$ cat config.mk
export PLATFORM = sky130hd
export DESIGN_NAME = unsorted_array_priority_queue
export DESIGN_NICKNAME = d
export VERILOG_FILES = /design/src/rtl/core/upaq_pkg.sv /design/src/rtl/core/upaq_cell.sv /design/src/rtl/core/unsorted_array_priority_queue.sv
export SDC_FILE = /design/constraint.sdc
export NUM_CORES = 1
export LEC_CHECK = 0
export ABC_CLOCK_PERIOD_IN_PS = 5000
export BUFFER_PORTS_ARGS = -buffer_cell sky130_fd_sc_hd__buf_4
export CORE_MARGIN = 2
export CORE_UTILIZATION = 35
export CTS_BUF_LIST = sky130_fd_sc_hd__clkbuf_8
export CTS_CLUSTER_SIZE = 20
export DETAILED_ROUTE_END_ITERATION = 7
export MAX_ROUTING_LAYER = met4
export PLACE_DENSITY_LB_ADDON = 0.3
export RECOVER_POWER = 50
export SETUP_SLACK_MARGIN = 0.3
export SYNTH_ARGS = -nofsm -noshare
export SYNTH_HDL_FRONTEND = slang
export SYNTH_HIERARCHICAL = 1
export SYNTH_SLANG_ARGS = --single-unit
$ cat constraint.sdc
create_clock -name clk -period 5 [get_ports clk]
set_input_delay 0.25 -clock clk [delete_from_list [all_inputs] [get_ports clk]]
set_output_delay 0.25 -clock clk [all_outputs]
set_load 0.05 [all_outputs]
$ cat src/rtl/core/upaq_pkg.sv
// ----------------------------------------------------------------------------
// upaq_pkg
// Shared types, request/status codes and default sizes for the unsorted
// array priority queue.
// ----------------------------------------------------------------------------
package upaq_pkg;

  // Default sizes
  localparam int DEPTH_DEF         = 8;
  localparam int VALUE_BITS_DEF    = 32;
  localparam int PRIORITY_BITS_DEF = 16;

  // Request codes
  localparam logic [1:0] KIND_INSERT = 2'd0;
  localparam logic [1:0] KIND_REMOVE = 2'd1;
  localparam logic [1:0] KIND_PEEK   = 2'd2;

  // Result status codes
  typedef enum logic [1:0] {
    ST_DONE  = 2'd0,
    ST_FULL  = 2'd1,
    ST_EMPTY = 2'd2
  } status_t;

  // Controller states
  typedef enum logic {
    S_IDLE,
    S_SCAN
  } state_t;

  // Request transaction
  typedef struct packed {
    logic [1:0]          kind;
    logic signed [31:0]  in_value;
    logic signed [15:0]  in_priority;
  } req_t;

  // Response transaction
  typedef struct packed {
    logic [1:0]          status;
    logic signed [31:0]  out_value;
    logic [3:0]          entry_count;
    logic                is_empty;
  } rsp_t;

  // Per-cell control from the controller
  typedef struct packed {
    logic occupied;
    logic load;
    logic shift;
  } cell_ctrl_t;

endpackage

$ cat src/rtl/core/upaq_cell.sv
// ----------------------------------------------------------------------------
// upaq_cell
// One slot of the queue: holds a value and priority, takes a new entry or
// its right neighbor's entry, and forwards the best candidate seen so far
// one cell to the right each cycle.
// ----------------------------------------------------------------------------
module upaq_cell #(
  parameter int VALUE_BITS    = upaq_pkg::VALUE_BITS_DEF,
  parameter int PRIORITY_BITS = upaq_pkg::PRIORITY_BITS_DEF,
  parameter int IDX_W         = 3,
  parameter int INDEX         = 0
) (
  input  logic                       clk,
  input  logic                       rst,
  input  upaq_pkg::cell_ctrl_t       ctrl,
  input  logic [VALUE_BITS-1:0]      load_value,
  input  logic [PRIORITY_BITS-1:0]   load_prio,
  input  logic [VALUE_BITS-1:0]      next_value,
  input  logic [PRIORITY_BITS-1:0]   next_prio,
  output logic [VALUE_BITS-1:0]      value,
  output logic [PRIORITY_BITS-1:0]   prio,
  input  logic                       cand_have_in,
  input  logic [PRIORITY_BITS-1:0]   cand_prio_in,
  input  logic [VALUE_BITS-1:0]      cand_value_in,
  input  logic [IDX_W-1:0]           cand_idx_in,
  output logic                       cand_have,
  output logic [PRIORITY_BITS-1:0]   cand_prio,
  output logic [VALUE_BITS-1:0]      cand_value,
  output logic [IDX_W-1:0]           cand_idx
);
  import upaq_pkg::*;

  logic take;

  // Hold entry: load a new one or pull the right neighbor's on a remove
  always_ff @(posedge clk) begin
    if (ctrl.load) begin
      value <= load_value;
      prio  <= load_prio;
    end else if (ctrl.shift) begin
      value <= next_value;
      prio  <= next_prio;
    end
  end

  // Replace the candidate only on a strictly greater priority, so the
  // earliest entry wins ties
  assign take = ctrl.occupied &&
                (!cand_have_in || ($signed(prio) > $signed(cand_prio_in)));

  // Advance the candidate one cell
  always_ff @(posedge clk) begin
    if (rst) begin
      cand_have <= 1'b0;
    end else begin
      cand_have <= cand_have_in || ctrl.occupied;
    end
  end

  always_ff @(posedge clk) begin
    if (take) begin
      cand_prio  <= prio;
      cand_value <= value;
      cand_idx   <= IDX_W'(INDEX);
    end else begin
      cand_prio  <= cand_prio_in;
      cand_value <= cand_value_in;
      cand_idx   <= cand_idx_in;
    end
  end

endmodule

$ cat src/rtl/core/unsorted_array_priority_queue.sv
// ----------------------------------------------------------------------------
// unsorted_array_priority_queue
// Bounded priority queue kept in arrival order in a row of cells.
// ----------------------------------------------------------------------------
// Usage:
//   req channel (req_valid/req_ready/req) carries insert, remove or peek
//   transactions; rsp channel (rsp_valid/rsp_ready/rsp) returns exactly one
//   result per request, with status, value, count and empty flag.
//   Insert, unknown kinds, insert when full and remove/peek when empty
//   answer in the cycle after acceptance. Remove and peek on a non-empty
//   queue first scan: the best candidate walks the cell row one cell per
//   cycle, and the answer is registered when the scan ends with the
//   response register free. A remove shifts all later cells as it ends.
//   Throughput: one request at a time; the next is accepted as soon as the
//   controller is idle and the response register is empty or being taken.
//   Reset clears the entry count and empties the response register; cell
//   contents stay undefined until written. When the receiver stalls the
//   response is held and no new request is accepted.
// ----------------------------------------------------------------------------
module unsorted_array_priority_queue #(
  parameter int DEPTH         = upaq_pkg::DEPTH_DEF,
  parameter int VALUE_BITS    = upaq_pkg::VALUE_BITS_DEF,
  parameter int PRIORITY_BITS = upaq_pkg::PRIORITY_BITS_DEF
) (
  input  logic            clk,
  input  logic            rst,
  input  logic            req_valid,
  output logic            req_ready,
  input  upaq_pkg::req_t  req,
  output logic            rsp_valid,
  input  logic            rsp_ready,
  output upaq_pkg::rsp_t  rsp
);
  import upaq_pkg::*;

  localparam int IDX_W = $clog2(DEPTH);
  localparam int CNT_W = $clog2(DEPTH + 1);

  state_t              state, state_next;
  logic [CNT_W-1:0]    count, count_next;
  logic [IDX_W-1:0]    scan_cnt;
  logic                op_remove;
  rsp_t                rsp_next;

  logic req_fire, out_free, scan_go, finish, ins_go, rem_go;
  logic is_ins, is_look, full, empty;

  logic [VALUE_BITS-1:0]    load_value;
  logic [PRIORITY_BITS-1:0] load_prio;
  logic [VALUE_BITS-1:0]    cell_value [DEPTH];
  logic [PRIORITY_BITS-1:0] cell_prio  [DEPTH];
  logic                     cand_have  [DEPTH];
  logic [PRIORITY_BITS-1:0] cand_prio  [DEPTH];
  logic [VALUE_BITS-1:0]    cand_value [DEPTH];
  logic [IDX_W-1:0]         cand_idx   [DEPTH];

  // Decode request
  assign req_fire = req_valid && req_ready;
  assign out_free = !rsp_valid || rsp_ready;
  assign is_ins   = (req.kind == KIND_INSERT);
  assign is_look  = (req.kind == KIND_REMOVE) || (req.kind == KIND_PEEK);
  assign full     = (count == CNT_W'(DEPTH));
  assign empty    = (count == '0);

  // Next state
  always_comb begin
    state_next = state;
    unique case (state)
      S_IDLE: begin
        if (req_fire && is_look && !empty) begin
          state_next = S_SCAN;
        end
      end
      S_SCAN: begin
        if (finish) begin
          state_next = S_IDLE;
        end
      end
      default: state_next = S_IDLE;
    endcase
  end

  // Controller outputs
  always_comb begin
    req_ready = 1'b0;
    finish    = 1'b0;
    unique case (state)
      S_IDLE: req_ready = out_free;
      S_SCAN: finish    = (scan_cnt == IDX_W'(DEPTH - 1)) && out_free;
      default: begin
        req_ready = 1'b0;
        finish    = 1'b0;
      end
    endcase
  end

  assign scan_go = req_fire && is_look && !empty;
  assign ins_go  = req_fire && is_ins && !full;
  assign rem_go  = finish && op_remove;

  always_ff @(posedge clk) begin
    if (rst) begin
      state <= S_IDLE;
    end else begin
      state <= state_next;
    end
  end

  // Count scan cycles while the candidate crosses the row
  always_ff @(posedge clk) begin
    if (scan_go) begin
      scan_cnt  <= '0;
      op_remove <= (req.kind == KIND_REMOVE);
    end else if (state == S_SCAN && scan_cnt != IDX_W'(DEPTH - 1)) begin
      scan_cnt <= scan_cnt + 1'b1;
    end
  end

  // Track fill count
  always_comb begin
    count_next = count;
    if (ins_go) begin
      count_next = count + 1'b1;
    end else if (rem_go) begin
      count_next = count - 1'b1;
    end
  end

  always_ff @(posedge clk) begin
    if (rst) begin
      count <= '0;
    end else begin
      count <= count_next;
    end
  end

  // Convert incoming fields to stored widths
  assign load_value = VALUE_BITS'(req.in_value);
  assign load_prio  = PRIORITY_BITS'(req.in_priority);

  // Row of cells
  for (genvar i = 0; i < DEPTH; i++) begin : g_cell
    cell_ctrl_t               ctrl;
    logic                     have_in;
    logic [PRIORITY_BITS-1:0] prio_in;
    logic [VALUE_BITS-1:0]    value_in;
    logic [IDX_W-1:0]         idx_in;
    logic [VALUE_BITS-1:0]    nxt_value;
    logic [PRIORITY_BITS-1:0] nxt_prio;

    assign ctrl.occupied = (CNT_W'(i) < count);
    assign ctrl.load     = ins_go && (count == CNT_W'(i));
    assign ctrl.shift    = rem_go && (IDX_W'(i) >= cand_idx[DEPTH-1]) &&
                           ((CNT_W'(i) + 1'b1) < count);

    if (i == 0) begin : g_head
      assign have_in  = 1'b0;
      assign prio_in  = '0;
      assign value_in = '0;
      assign idx_in   = '0;
    end else begin : g_body
      assign have_in  = cand_have[i-1];
      assign prio_in  = cand_prio[i-1];
      assign value_in = cand_value[i-1];
      assign idx_in   = cand_idx[i-1];
    end

    if (i == DEPTH - 1) begin : g_tail
      assign nxt_value = cell_value[i];
      assign nxt_prio  = cell_prio[i];
    end else begin : g_link
      assign nxt_value = cell_value[i+1];
      assign nxt_prio  = cell_prio[i+1];
    end

    upaq_cell #(
      .VALUE_BITS   (VALUE_BITS),
      .PRIORITY_BITS(PRIORITY_BITS),
      .IDX_W        (IDX_W),
      .INDEX        (i)
    ) u_cell (
      .clk          (clk),
      .rst          (rst),
      .ctrl         (ctrl),
      .load_value   (load_value),
      .load_prio    (load_prio),
      .next_value   (nxt_value),
      .next_prio    (nxt_prio),
      .value        (cell_value[i]),
      .prio         (cell_prio[i]),
      .cand_have_in (have_in),
      .cand_prio_in (prio_in),
      .cand_value_in(value_in),
      .cand_idx_in  (idx_in),
      .cand_have    (cand_have[i]),
      .cand_prio    (cand_prio[i]),
      .cand_value   (cand_value[i]),
      .cand_idx     (cand_idx[i])
    );
  end

  // Build response
  always_comb begin
    rsp_next.status      = ST_DONE;
    rsp_next.out_value   = '0;
    rsp_next.entry_count = 4'(count_next);
    rsp_next.is_empty    = (count_next == '0);
    if (finish) begin
      rsp_next.out_value = 32'($signed(cand_value[DEPTH-1]));
    end else if (is_ins && full) begin
      rsp_next.status = ST_FULL;
    end else if (is_look && empty) begin
      rsp_next.status = ST_EMPTY;
    end
  end

  // Hold response until taken
  always_ff @(posedge clk) begin
    if (rst) begin
      rsp_valid <= 1'b0;
    end else if ((req_fire && !scan_go) || finish) begin
      rsp_valid <= 1'b1;
    end else if (rsp_ready) begin
      rsp_valid <= 1'b0;
    end
  end

  always_ff @(posedge clk) begin
    if ((req_fire && !scan_go) || finish) begin
      rsp <= rsp_next;
    end
  end

`ifndef NO_ASSERTIONS
  // Candidate at the tail must be a real entry when the scan ends
  a_tail_found: assert property (@(posedge clk) disable iff (rst)
    finish |-> cand_have[DEPTH-1])
    else $error("scan ended without a candidate");

  // Count never passes capacity
  a_count_bound: assert property (@(posedge clk) disable iff (rst)
    count <= CNT_W'(DEPTH))
    else $error("entry count above capacity");

  // A scan only runs on a non-empty queue
  a_scan_nonempty: assert property (@(posedge clk) disable iff (rst)
    state == S_SCAN |-> count != '0)
    else $error("scan on empty queue");

  // A successful insert grows the count by one
  a_insert_count: assert property (@(posedge clk) disable iff (rst)
    ins_go |=> count == $past(count) + 1'b1)
    else $error("insert did not advance count");
`endif

endmodule

==> results of run 1 <==
[layer usage]
metal / wire length (um) / global-route usage (%) / up-vias
met4: 1590 / 5.17 / 0
met1: 38600 / 20.2 / 9576
met5: 0 / - / -
li1: - / - / 9085
met3: 3090 / 2.95 / 123
met2: 37000 / 23.6 / 374
[registers in the layout, indices dropped and copies added, names as in the netlist]
signal / flops
count: 4
op_remove: 1
g_cell.u_cell/cand_prio: 112
state: 1
g_cell.u_cell/cand_have: 7
scan_cnt: 3
rsp_valid: 1
g_cell.u_cell/prio: 128
g_cell.u_cell/cand_value: 256
rsp: 39
g_cell.u_cell/value: 256
g_cell.u_cell/cand_idx: 24
[final timing paths]
path | to | slack [ns] | depth (start not counted)
min reg2reg | g_cell[6].u_cell/cand_idx[1]$_SDFF_PP1_ | 0.40 | 1
max | g_cell[7].u_cell/value[27]$_DFFE_PP_ | 1.04 | 9
min | rsp_valid$_SDFFE_PP0P_ | 0.22 | 4
max reg2reg | g_cell[7].u_cell/value[27]$_DFFE_PP_ | 1.04 | 9
[worst max-delay path, cell delays in order, from the launching register on]
cell and delay, ns:
dfxtp_1 0.36, ha_1 0.16, ha_1 0.15, and2_0 0.13, clkbuf_1 1.12, and2_0 0.33, nand3_1 0.16, a21oi_1 0.16
or2_2 0.44, buf_4 0.54
[metrics by stage]
step | util [%] | hold slack, ns | instance area, sq um
detailed placement | 37.2 | 0.404 | 38400
floorplan | - | 0.319 | 36600
finish | 39.5 | 0.223 | 40800
CTS | 40.3 | 0.136 | 41600
global placement | 37.2 | 0.400 | 38400
global route | 39.5 | 0.170 | 40800
[report_power, final]
group          leakage (nW)  switching [mW]  total, mW  internal [mW]
registers              7.30           0.198       7.84           7.64
logic                  7.39           0.645       1.34          0.691
clock network          1.62            2.81       5.84           3.03
[cell type report]
class / count / area (sq um) / area share [%]
antenna: 2 / 5.00 / 0.0123
clock buffer: 162 / 2230 / 5.46
clock inverter: 96 / 473 / 1.16
inverter: 147 / 552 / 1.35
multi-input combinational: 1318 / 13500 / 33.2
sequential: 832 / 20900 / 51.2
tap: 1380 / 1730 / 4.23
timing repair buffer: 183 / 1380 / 3.38
[timing repair]
action,4_1_cts,5_1_grt
endpoints found under the setup margin,0,0
hold endpoints to repair,398,0
hold buffers,52,0
==> impl_results.md, run 1 <==
- Die Wd: 326 um
- # DRC: 0
- Max VDD drop: between 0.2 and 0.3 mV
- Row count: 118
- Worst-case clock buffer depth: 3
- Worst Path Arrival: 4.37 ns
- Post-CTS setup buffer count: 0
- Most frequent cells in the layout: edfxtp_1 (424), dfxtp_1 (408), mux2_2 (385)
- Minimum clock period: 3.96 ns
- Critical hold path startpoint: rsp_ready
- Cell total after placement: approximately 3800
- 1st-iter DRT viols: 1127
- Critical Path End Type: register
- Run status: complete, but fails checks
- Setup TNS: 0 ns
- Mapped Cells: 2326
- I/O pins: 95
- Synth Warn #: 6
- MaxCap Viol Count: 7
- PD cells: 368 nW/um^2
- Via density: approximately 4.7
- Share of cells above drive strength 1: around 33%
- Unrepaired setup endpoints after global routing: false
- Worst-margin pin slew: 1.67 ns
- Overall Power: between 15 and 20 mW
- GRT overflow: 0
- Root Buffer: clkbuf_8
- Largest net degree at the start of global routing: 49
- Initial antenna violation count: 2
- Synth-to-layout area growth: 12.3%
- Pleak: 16.3 nW
- Fill cells: about 9600
- Syn Std Cell Area: 36300 sq um
- Critical path class: register to register
- Commonest non-fill, non-tap cell in the layout: edfxtp_1
- Num CTS Buffers: 139
- Hpwl dp: 53000 um
- Syn Area/Cell: 15.6 sq um
- Worst setup margin: roughly 1.0 ns
- Resize count post-CTS: 0
- Fin Clk Skew: 0.0473 ns
- Total track usage: approximately 15%
- WP data required: 5.41 ns
- CP startpoint: scan_cnt[0]$_SDFFE_PP0P_
- Vias in the first global route: 20465
- Pre-CTS setup slack: 1.63 ns
- Clock Latency Late Sink: 0.80 ns
- Startpoint Class: register
- Gpl congestion: 0.836
- Port Buffer Count: 94
- Fmax: 253 MHz
- Fin. Hold Viols: 0
- Die area: between 100000 and 150000 sq um
- Final ANT Viol Nets: 0
- Average routed wire per standard cell: slightly below 20 um
- DRT Wirelength: ~80000 um
- Failing checks: max-capacitance violations, max-slew violations
- Clock slew seen by the registers of the worst setup and hold paths: 0.06 ns
- Crit Reg-Reg Startpoint: scan_cnt[0]$_SDFFE_PP0P_
- Global-route wire length before repair: 123000 um
- H-tree depth: 4
- Layout Nets: between 2000 and 3000
- Class of the worst hold path: input port to register
- Maximum net fanout on the critical path: 36
- TritonCTS sink count: 832
- Fin crit share: 79.2%
- Max-slew violation count: roughly 240
- Post-Layout Cell Count: 4120
- Slew headroom: -11.1%
- Core Box Area: about 100000 sq um
- CTS tree: built
- Initial Util: 35.2%
- Die Y: 326 um
- Final setup fails: 0
- First-pass iteration count of the detailed router: 6
- Vias: roughly 19000
No activity file was read; power rests on OpenSTA's default activity.
==> run 2, diff against run 1 <==
--- a/config.mk
+++ b/config.mk
@@ -5,7 +5,7 @@
 export SDC_FILE = /design/constraint.sdc
 export NUM_CORES = 1
 export LEC_CHECK = 0
-export ABC_CLOCK_PERIOD_IN_PS = 5000
+export ABC_CLOCK_PERIOD_IN_PS = 3700
 export BUFFER_PORTS_ARGS = -buffer_cell sky130_fd_sc_hd__buf_4
 export CORE_MARGIN = 2
 export CORE_UTILIZATION = 35
==> constraint.sdc (replaced) <==
create_clock -name clk -period 3.7 [get_ports clk]
set_input_delay 0.185 -clock clk [delete_from_list [all_inputs] [get_ports clk]]
set_output_delay 0.185 -clock clk [all_outputs]
set_load 0.05 [all_outputs]
==> impl_results.md, run 2 (synthesis gave the netlist of run 1 again) <==
- Number of cells on the worst hold path: 3 (-1)
- Critical path class: register to register
- Worst-margin pin slew: 1.25 ns (-0.414 ns)
- Sequential power share: 51.8% (-0.4 points)
- # DRC: 0 (unchanged)
- CP bufs+invs: 2 (unchanged)
- Critical path cell sequence: and2b_1, nand3_1, nor3_1, clkbuf_1, or2_2, clkbuf_4
- Root Buffer: clkbuf_8
- Cells on worst reg2reg path: 6 (-3)
- Max-slew violation count: 0 (-100%)
- Clock network power share: 38.8% (about the same)
- Minimum clock period: 3.21 ns (-0.752 ns)
- Maximum net fanout on the critical path: 28 (-22%)
- Worst-case clock buffer depth: 3 (unchanged)
- GRT overflow: 0 (unchanged)
- Hpwl dp: 52500 um (-0.84%)
- H-tree depth: 4 (unchanged)
- Share of cells above drive strength 1: 36.5% (+3.5 points)
- Via density: 4.68 (+0.63%)
- Global-route wire length before repair: 123000 um (about the same)
- Post-CTS setup buffer count: 0 (unchanged)
- Worst path depth: 6 (-3)
- Class of the worst hold path: input port to register
- Final ANT Viol Nets: 0 (unchanged)
- Die Wd: 326 um (unchanged)
- Setup TNS: 0 ns (unchanged)
- Final setup fails: 0 (unchanged)
- Initial Util: 35.2% (unchanged)
- Largest net degree at the start of global routing: 50 (+2.0%)
- Switching share of power: 23.7% (-0.65 points)
- I/O pins: 95 (unchanged)
- Top Registers: g_cell.u_cell/cand_value x256, g_cell.u_cell/value x256, g_cell.u_cell/prio x128
- CTS tree: built
- Clock Latency Late Sink: 0.78 ns (-0.02 ns)
- Sw power: 4.83 mW (+32%)
- Most frequent cells in the layout: edfxtp_1 (424), dfxtp_1 (408), mux2_2 (387)
- First-pass iteration count of the detailed router: 5 (-1)
- Fmax: 312 MHz (+23%)
- Initial antenna violation count: 3 (+1)
- Port Buffer Count: 94 (unchanged)
- Cell family with most CP delay: buffers and inverters
- Total track usage: 15.3% (-0.029 points)
- Run status: finished clean
- Worst Path Arrival: 3.61 ns (-0.76 ns)
- Fin. Hold Viols: 0 (unchanged)
- PD cells: 493 nW/um^2 (+34%)
- Fin Clk Skew: 0.0315 ns (-0.0157 ns)
- DRT Wirelength: 79700 um (-0.69%)
- Average routed wire per standard cell: 19.3 um (-0.79%)
- Vias in the first global route: 20556 (+0.44%)
- MaxCap Viol Count: 0 (-7)
- Critical Path End Type: register
- Pleak: 16.6 nW (+2.1%)
- Synth-to-layout area growth: 14.0%
- Die area: 106000 sq um (unchanged)
- Layout Nets: 2819 (+0.28%)
- Startpoint Class: register
- Vias: 19298 (+0.73%)
- Overall Power: 20.4 mW (+36%)
- Commonest non-fill, non-tap cell in the layout: edfxtp_1
- Unrepaired setup endpoints after global routing: false
- Clock slew seen by the registers of the worst setup and hold paths: 0.06 ns (about the same)
- Fill cells: 9511 (-1.3%)
- Comb pwr share: 9.3% (+0.4 points)
- Core Box Area: 103000 sq um (unchanged)
- WP data required: 4.10 ns (-1.31 ns)
- Int Pwr: 15.6 mW (+37%)
- Slew headroom: 16.5% (+28 points)
- Num CTS Buffers: 135 (-2.9%)
- TritonCTS sink count: 832 (unchanged)
- Fin Hold WS: 0.0818 ns (-0.141 ns)
- Max VDD drop: 0.318 mV (+27%)
- Fin crit share: 86.7% (+7.5 points)
- CP peak stage delay: 0.87 ns (-0.25 ns)
- Die Y: 326 um (unchanged)
- Gpl congestion: 0.861 (+2.9%)
- Critical-path top delay cell: clkbuf_1
- 1st-iter DRT viols: 1075 (-4.6%)
- Row count: 118 (unchanged)
## run 2: changes by cell type in the layout (fill, tap and decap cells not counted), moves of 3 or more
cell and change:
buf_12 +12, buf_4 -17, clkbuf_1 +8, clkbuf_4 +9, clkbuf_8 +6, clkinv_1 +3
clkinv_2 -7, inv_1 -9, mux2_1 -94, mux2_4 +92
## run 2: layer usage
| metal | global-route usage, % | part of all wire, % | vias up |
|---|---|---|---|
| met5 | - | 0 | - |
| met4 | 5.98 | 2.6 | 0 |
| met3 | 2.78 | 3.8 | 143 |
| met2 | 23.7 | 46 | 369 |
| met1 | 19.9 | 48 | 9683 |
| li1 | - | - | 9103 |
## run 2: layout make-up
cell class                 instances  area [sq um]  area share (%)
timing repair buffer             195          1590            3.85
sequential                       832         20900            50.4
tap                             1380          1730            4.17
clock buffer                     168          2310            5.58
inverter                         147           552            1.33
multi-input combinational       1318         13900            33.6
clock inverter                    82           410           0.991
antenna                            2          5.00          0.0121
## run 2: metrics by stage
stage	worst slack (ns)	instance area [sq um]	util [%]	std cells
final	0.491	41400	40.1	4124
after detailed placement	0.668	38700	37.5	3819
after floorplan	0.522	36600	-	2396
after global placement	0.734	38700	37.5	3819
after CTS	0.659	42000	40.7	4122
after global routing	0.284	41400	40.1	4123
## run 2: what timing repair did
action	4_1_cts	5_1_grt
hold endpoints to repair	399	0
hold buffers	53	0
setup endpoints to repair	0	0
gates resized for setup	0	0
## run 2: worst register-to-register path, cell delays in order (launching register included)
cell and delay (ns):
dfxtp_1 0.35, and2b_1 0.29, nand3_1 0.23, nor3_1 0.30, clkbuf_1 0.87, or2_2 0.27, clkbuf_4 0.50
## run 2: final timing paths
| check | start | to | slack, ns |
|---|---|---|---|
| max reg2reg | state$_SDFF_PP0_ | g_cell[7].u_cell/prio[15]$_DFFE_PP_ | 0.49 |
| max | state$_SDFF_PP0_ | g_cell[7].u_cell/prio[15]$_DFFE_PP_ | 0.49 |
| min | rsp_ready | rsp[9]$_SDFFCE_PN0P_ | 0.08 |
| min reg2reg | g_cell[6].u_cell/cand_idx[1]$_SDFF_PP1_ | g_cell[7].u_cell/cand_idx[1]$_SDFF_PP1_ | 0.40 |
## run 2: power groups by stage
| stage | Combinational, mW | Clock, mW | Sequential [mW] |
|---|---|---|---|
| after floorplan | 1.41 | 0 | 10.8 |
| after global placement | 1.91 | 0 | 10.8 |
| after detailed placement | 1.96 | 0 | 10.8 |
| after CTS | 2.01 | 8.19 | 10.6 |
| after global routing | 2.07 | 8.56 | 10.6 |
| final | 1.90 | 7.93 | 10.6 |
==> run 3, diff against run 2 <==
==> constraint.sdc (replaced) <==
create_clock -name clk -period 3.7 [get_ports clk]
set_input_delay 0.74 -clock clk [delete_from_list [all_inputs] [get_ports clk]]
set_output_delay 0.74 -clock clk [all_outputs]
set_load 0.05 [all_outputs]
==> impl_results.md, run 3 (synthesis gave the netlist of run 1 again) <==
- Die area: 106000 sq um (unchanged)
- Clock Latency Late Sink: 0.79 ns (about the same)
- Slew headroom: 5.39% (-11 points)
- Max VDD drop: 0.304 mV (-4.6%)
- Fin Clk Skew: 0.0393 ns (+0.00774 ns)
- Unrepaired setup endpoints after global routing: false
- DP Area: 38600 sq um (-0.17%)
- Total track usage: 15.5% (+0.19 points)
- TritonCTS sink count: 832 (unchanged)
- Vias: 19078 (-1.1%)
- Critical Path End Type: register
- Via density: 4.69 (+0.12%)
- Hpwl dp: 52600 um (+0.17%)
- Max-slew violation count: 0 (unchanged)
- Vias in the first global route: 20371 (-0.90%)
- Post-CTS setup buffer count: 0 (unchanged)
- Sequential power share: 52.4% (+0.6 points)
- PD cells: 495 nW/um^2 (+0.46%)
- Final ANT Viol Nets: 0 (unchanged)
- I/O pins: 95 (unchanged)
- First-pass iteration count of the detailed router: 5 (unchanged)
- Comb pwr share: 9.3% (about the same)
- Resize count post-CTS: 0 (unchanged)
- WP data required: 4.08 ns (-0.02 ns)
- Run status: finished clean
- Clock network power share: 38.3% (-0.5 points)
- Die Y: 326 um (unchanged)
- Fin. Hold Viols: 0 (unchanged)
- Layout Nets: 2769 (-1.8%)
- Critical-path top delay cell: clkbuf_2
- Synth-to-layout area growth: 12.3%
- Fin crit share: 89.0% (+2.3 points)
- Core Box Area: 103000 sq um (unchanged)
- Root Buffer: clkbuf_8
- 1st-iter DRT viols: 1169 (+8.7%)
- Port Buffer Count: 94 (unchanged)
- Fill cells: 9621 (+1.2%)
- Die Wd: 326 um (unchanged)
- Final setup fails: 0 (unchanged)
- Num CTS Buffers: 135 (unchanged)
- Overall Power: 20.2 mW (-1.0%)
- Global-route wire length before repair: 124000 um (+1.3%)
- Clock slew seen by the registers of the worst setup and hold paths: 0.06 ns (about the same)
- Post-route design area: 40800 sq um (-1.5%)
- Initial antenna violation count: 3 (unchanged)
- Setup TNS: 0 ns (unchanged)
- # DRC: 0 (unchanged)
- Row count: 118 (unchanged)
- Most frequent cells in the layout: edfxtp_1 (424), dfxtp_1 (408), mux2_2 (388)
- Worst Path Arrival: 3.67 ns (+0.06 ns)
- DRT Wirelength: 80300 um (+0.81%)
- Switching share of power: 24.1% (+0.46 points)
- MaxCap Viol Count: 0 (unchanged)
- Initial Util: 35.2% (unchanged)
- Hold buffer count at cts: 0 (-100%)
- CTS tree: built
- Most common cell on crit path: ha_1
- Sw power: 4.87 mW (+0.89%)
- Largest net degree at the start of global routing: 49 (-2.0%)
- Worst-case clock buffer depth: 3 (unchanged)
- Startpoint Class: register
- Critical path class: register to register
- H-tree depth: 4 (unchanged)
- Share of cells above drive strength 1: 38.0% (+1.4 points)
- Commonest non-fill, non-tap cell in the layout: edfxtp_1
- Fin Hold WS: 0.310 ns (+0.228 ns)
- Pleak: 16.4 nW (-1.3%)
- Average routed wire per standard cell: 19.7 um (+2.1%)
- Fmax: 304 MHz (-2.6%)
- Worst-margin pin slew: 1.42 ns (+0.166 ns)
- Top Registers: g_cell.u_cell/cand_value x256, g_cell.u_cell/value x256, g_cell.u_cell/prio x128
- Gpl congestion: 0.829 (-3.7%)
- Cell family with most CP delay: buffers and inverters
- Class of the worst hold path: input port to register
- GRT overflow: 0 (unchanged)
- CP bufs+invs: 1 (-1)
- CP peak stage delay: 0.90 ns (+0.03 ns)
- Maximum net fanout on the critical path: 36 (+29%)
- Minimum clock period: 3.29 ns (+0.0857 ns)
- Critical path cell sequence: ha_1, ha_1, and2_0, nand3_1, a2111oi_0, or2_2, clkbuf_2
- Int Pwr: 15.3 mW (-1.6%)
[run 3: cell types whose count changed in the layout (fill, tap and decap cells not counted), sizes merged]
cell	previous run	this run
clkinvlp	2	5
clkinv	16	20
clkbuf	232	215
bufinv	1	2
buf	78	83
dlygate4sd3	53	0
inv	210	215
[run 3: metrics by stage]
stage          setup WS [ns]  std cells  utilization [%]
3_5_place_dp           0.558       3822             37.4
4_1_cts                0.558       4070             40.0
3_3_place_gp           0.594       3822             37.4
2_1_floorplan          0.311       2396                -
6_report               0.406       4072             39.6
5_1_grt                0.238       4072             39.6
[run 3: metal layers]
metal  part of all wire [%]  wire (um)  track usage (%)
met5                      0          0                -
met4                    2.2       1740             5.00
met3                    4.6       3670             2.55
met2                     46      37300             24.5
met1                     47      37600             20.3
[run 3: path summary, 6_finish.rpt]
check / from / to / slack (ns) / cells past startpoint
worst max-delay path: scan_cnt[0]$_SDFFE_PP0P_ / g_cell[2].u_cell/prio[10]$_DFFE_PP_ / 0.41 / 7
worst min-delay path: rst / g_cell[1].u_cell/cand_have$_SDFF_PP0_ / 0.31 / 2
worst min register to register: g_cell[5].u_cell/cand_idx[1]$_SDFF_PP0_ / g_cell[6].u_cell/cand_idx[1]$_SDFF_PP1_ / 0.41 / 1
worst max register to register: scan_cnt[0]$_SDFFE_PP0P_ / g_cell[2].u_cell/prio[10]$_DFFE_PP_ / 0.41 / 7
[run 3: area by class of cell]
type                    instances  area (sq um)  share of cell area [%]
diodes                          2          5.00                  0.0123
repair buffers                145          1010                    2.49
well taps                    1380          1730                    4.23
multi-input cells            1318         14000                    34.3
inverters                     147           552                    1.35
clock inverters                95           502                    1.23
flip-flops and latches        832         20900                    51.2
clock buffers                 153          2110                    5.16
[run 3: power by group through the flow]
stage	Sequential, mW	Clock, mW	Combinational (mW)
2_1_floorplan	10.8	0	1.41
6_report	10.6	7.73	1.88
5_1_grt	10.6	8.40	2.05
3_3_place_gp	10.8	0	1.91
3_5_place_dp	10.8	0	1.96
4_1_cts	10.6	8.01	1.97
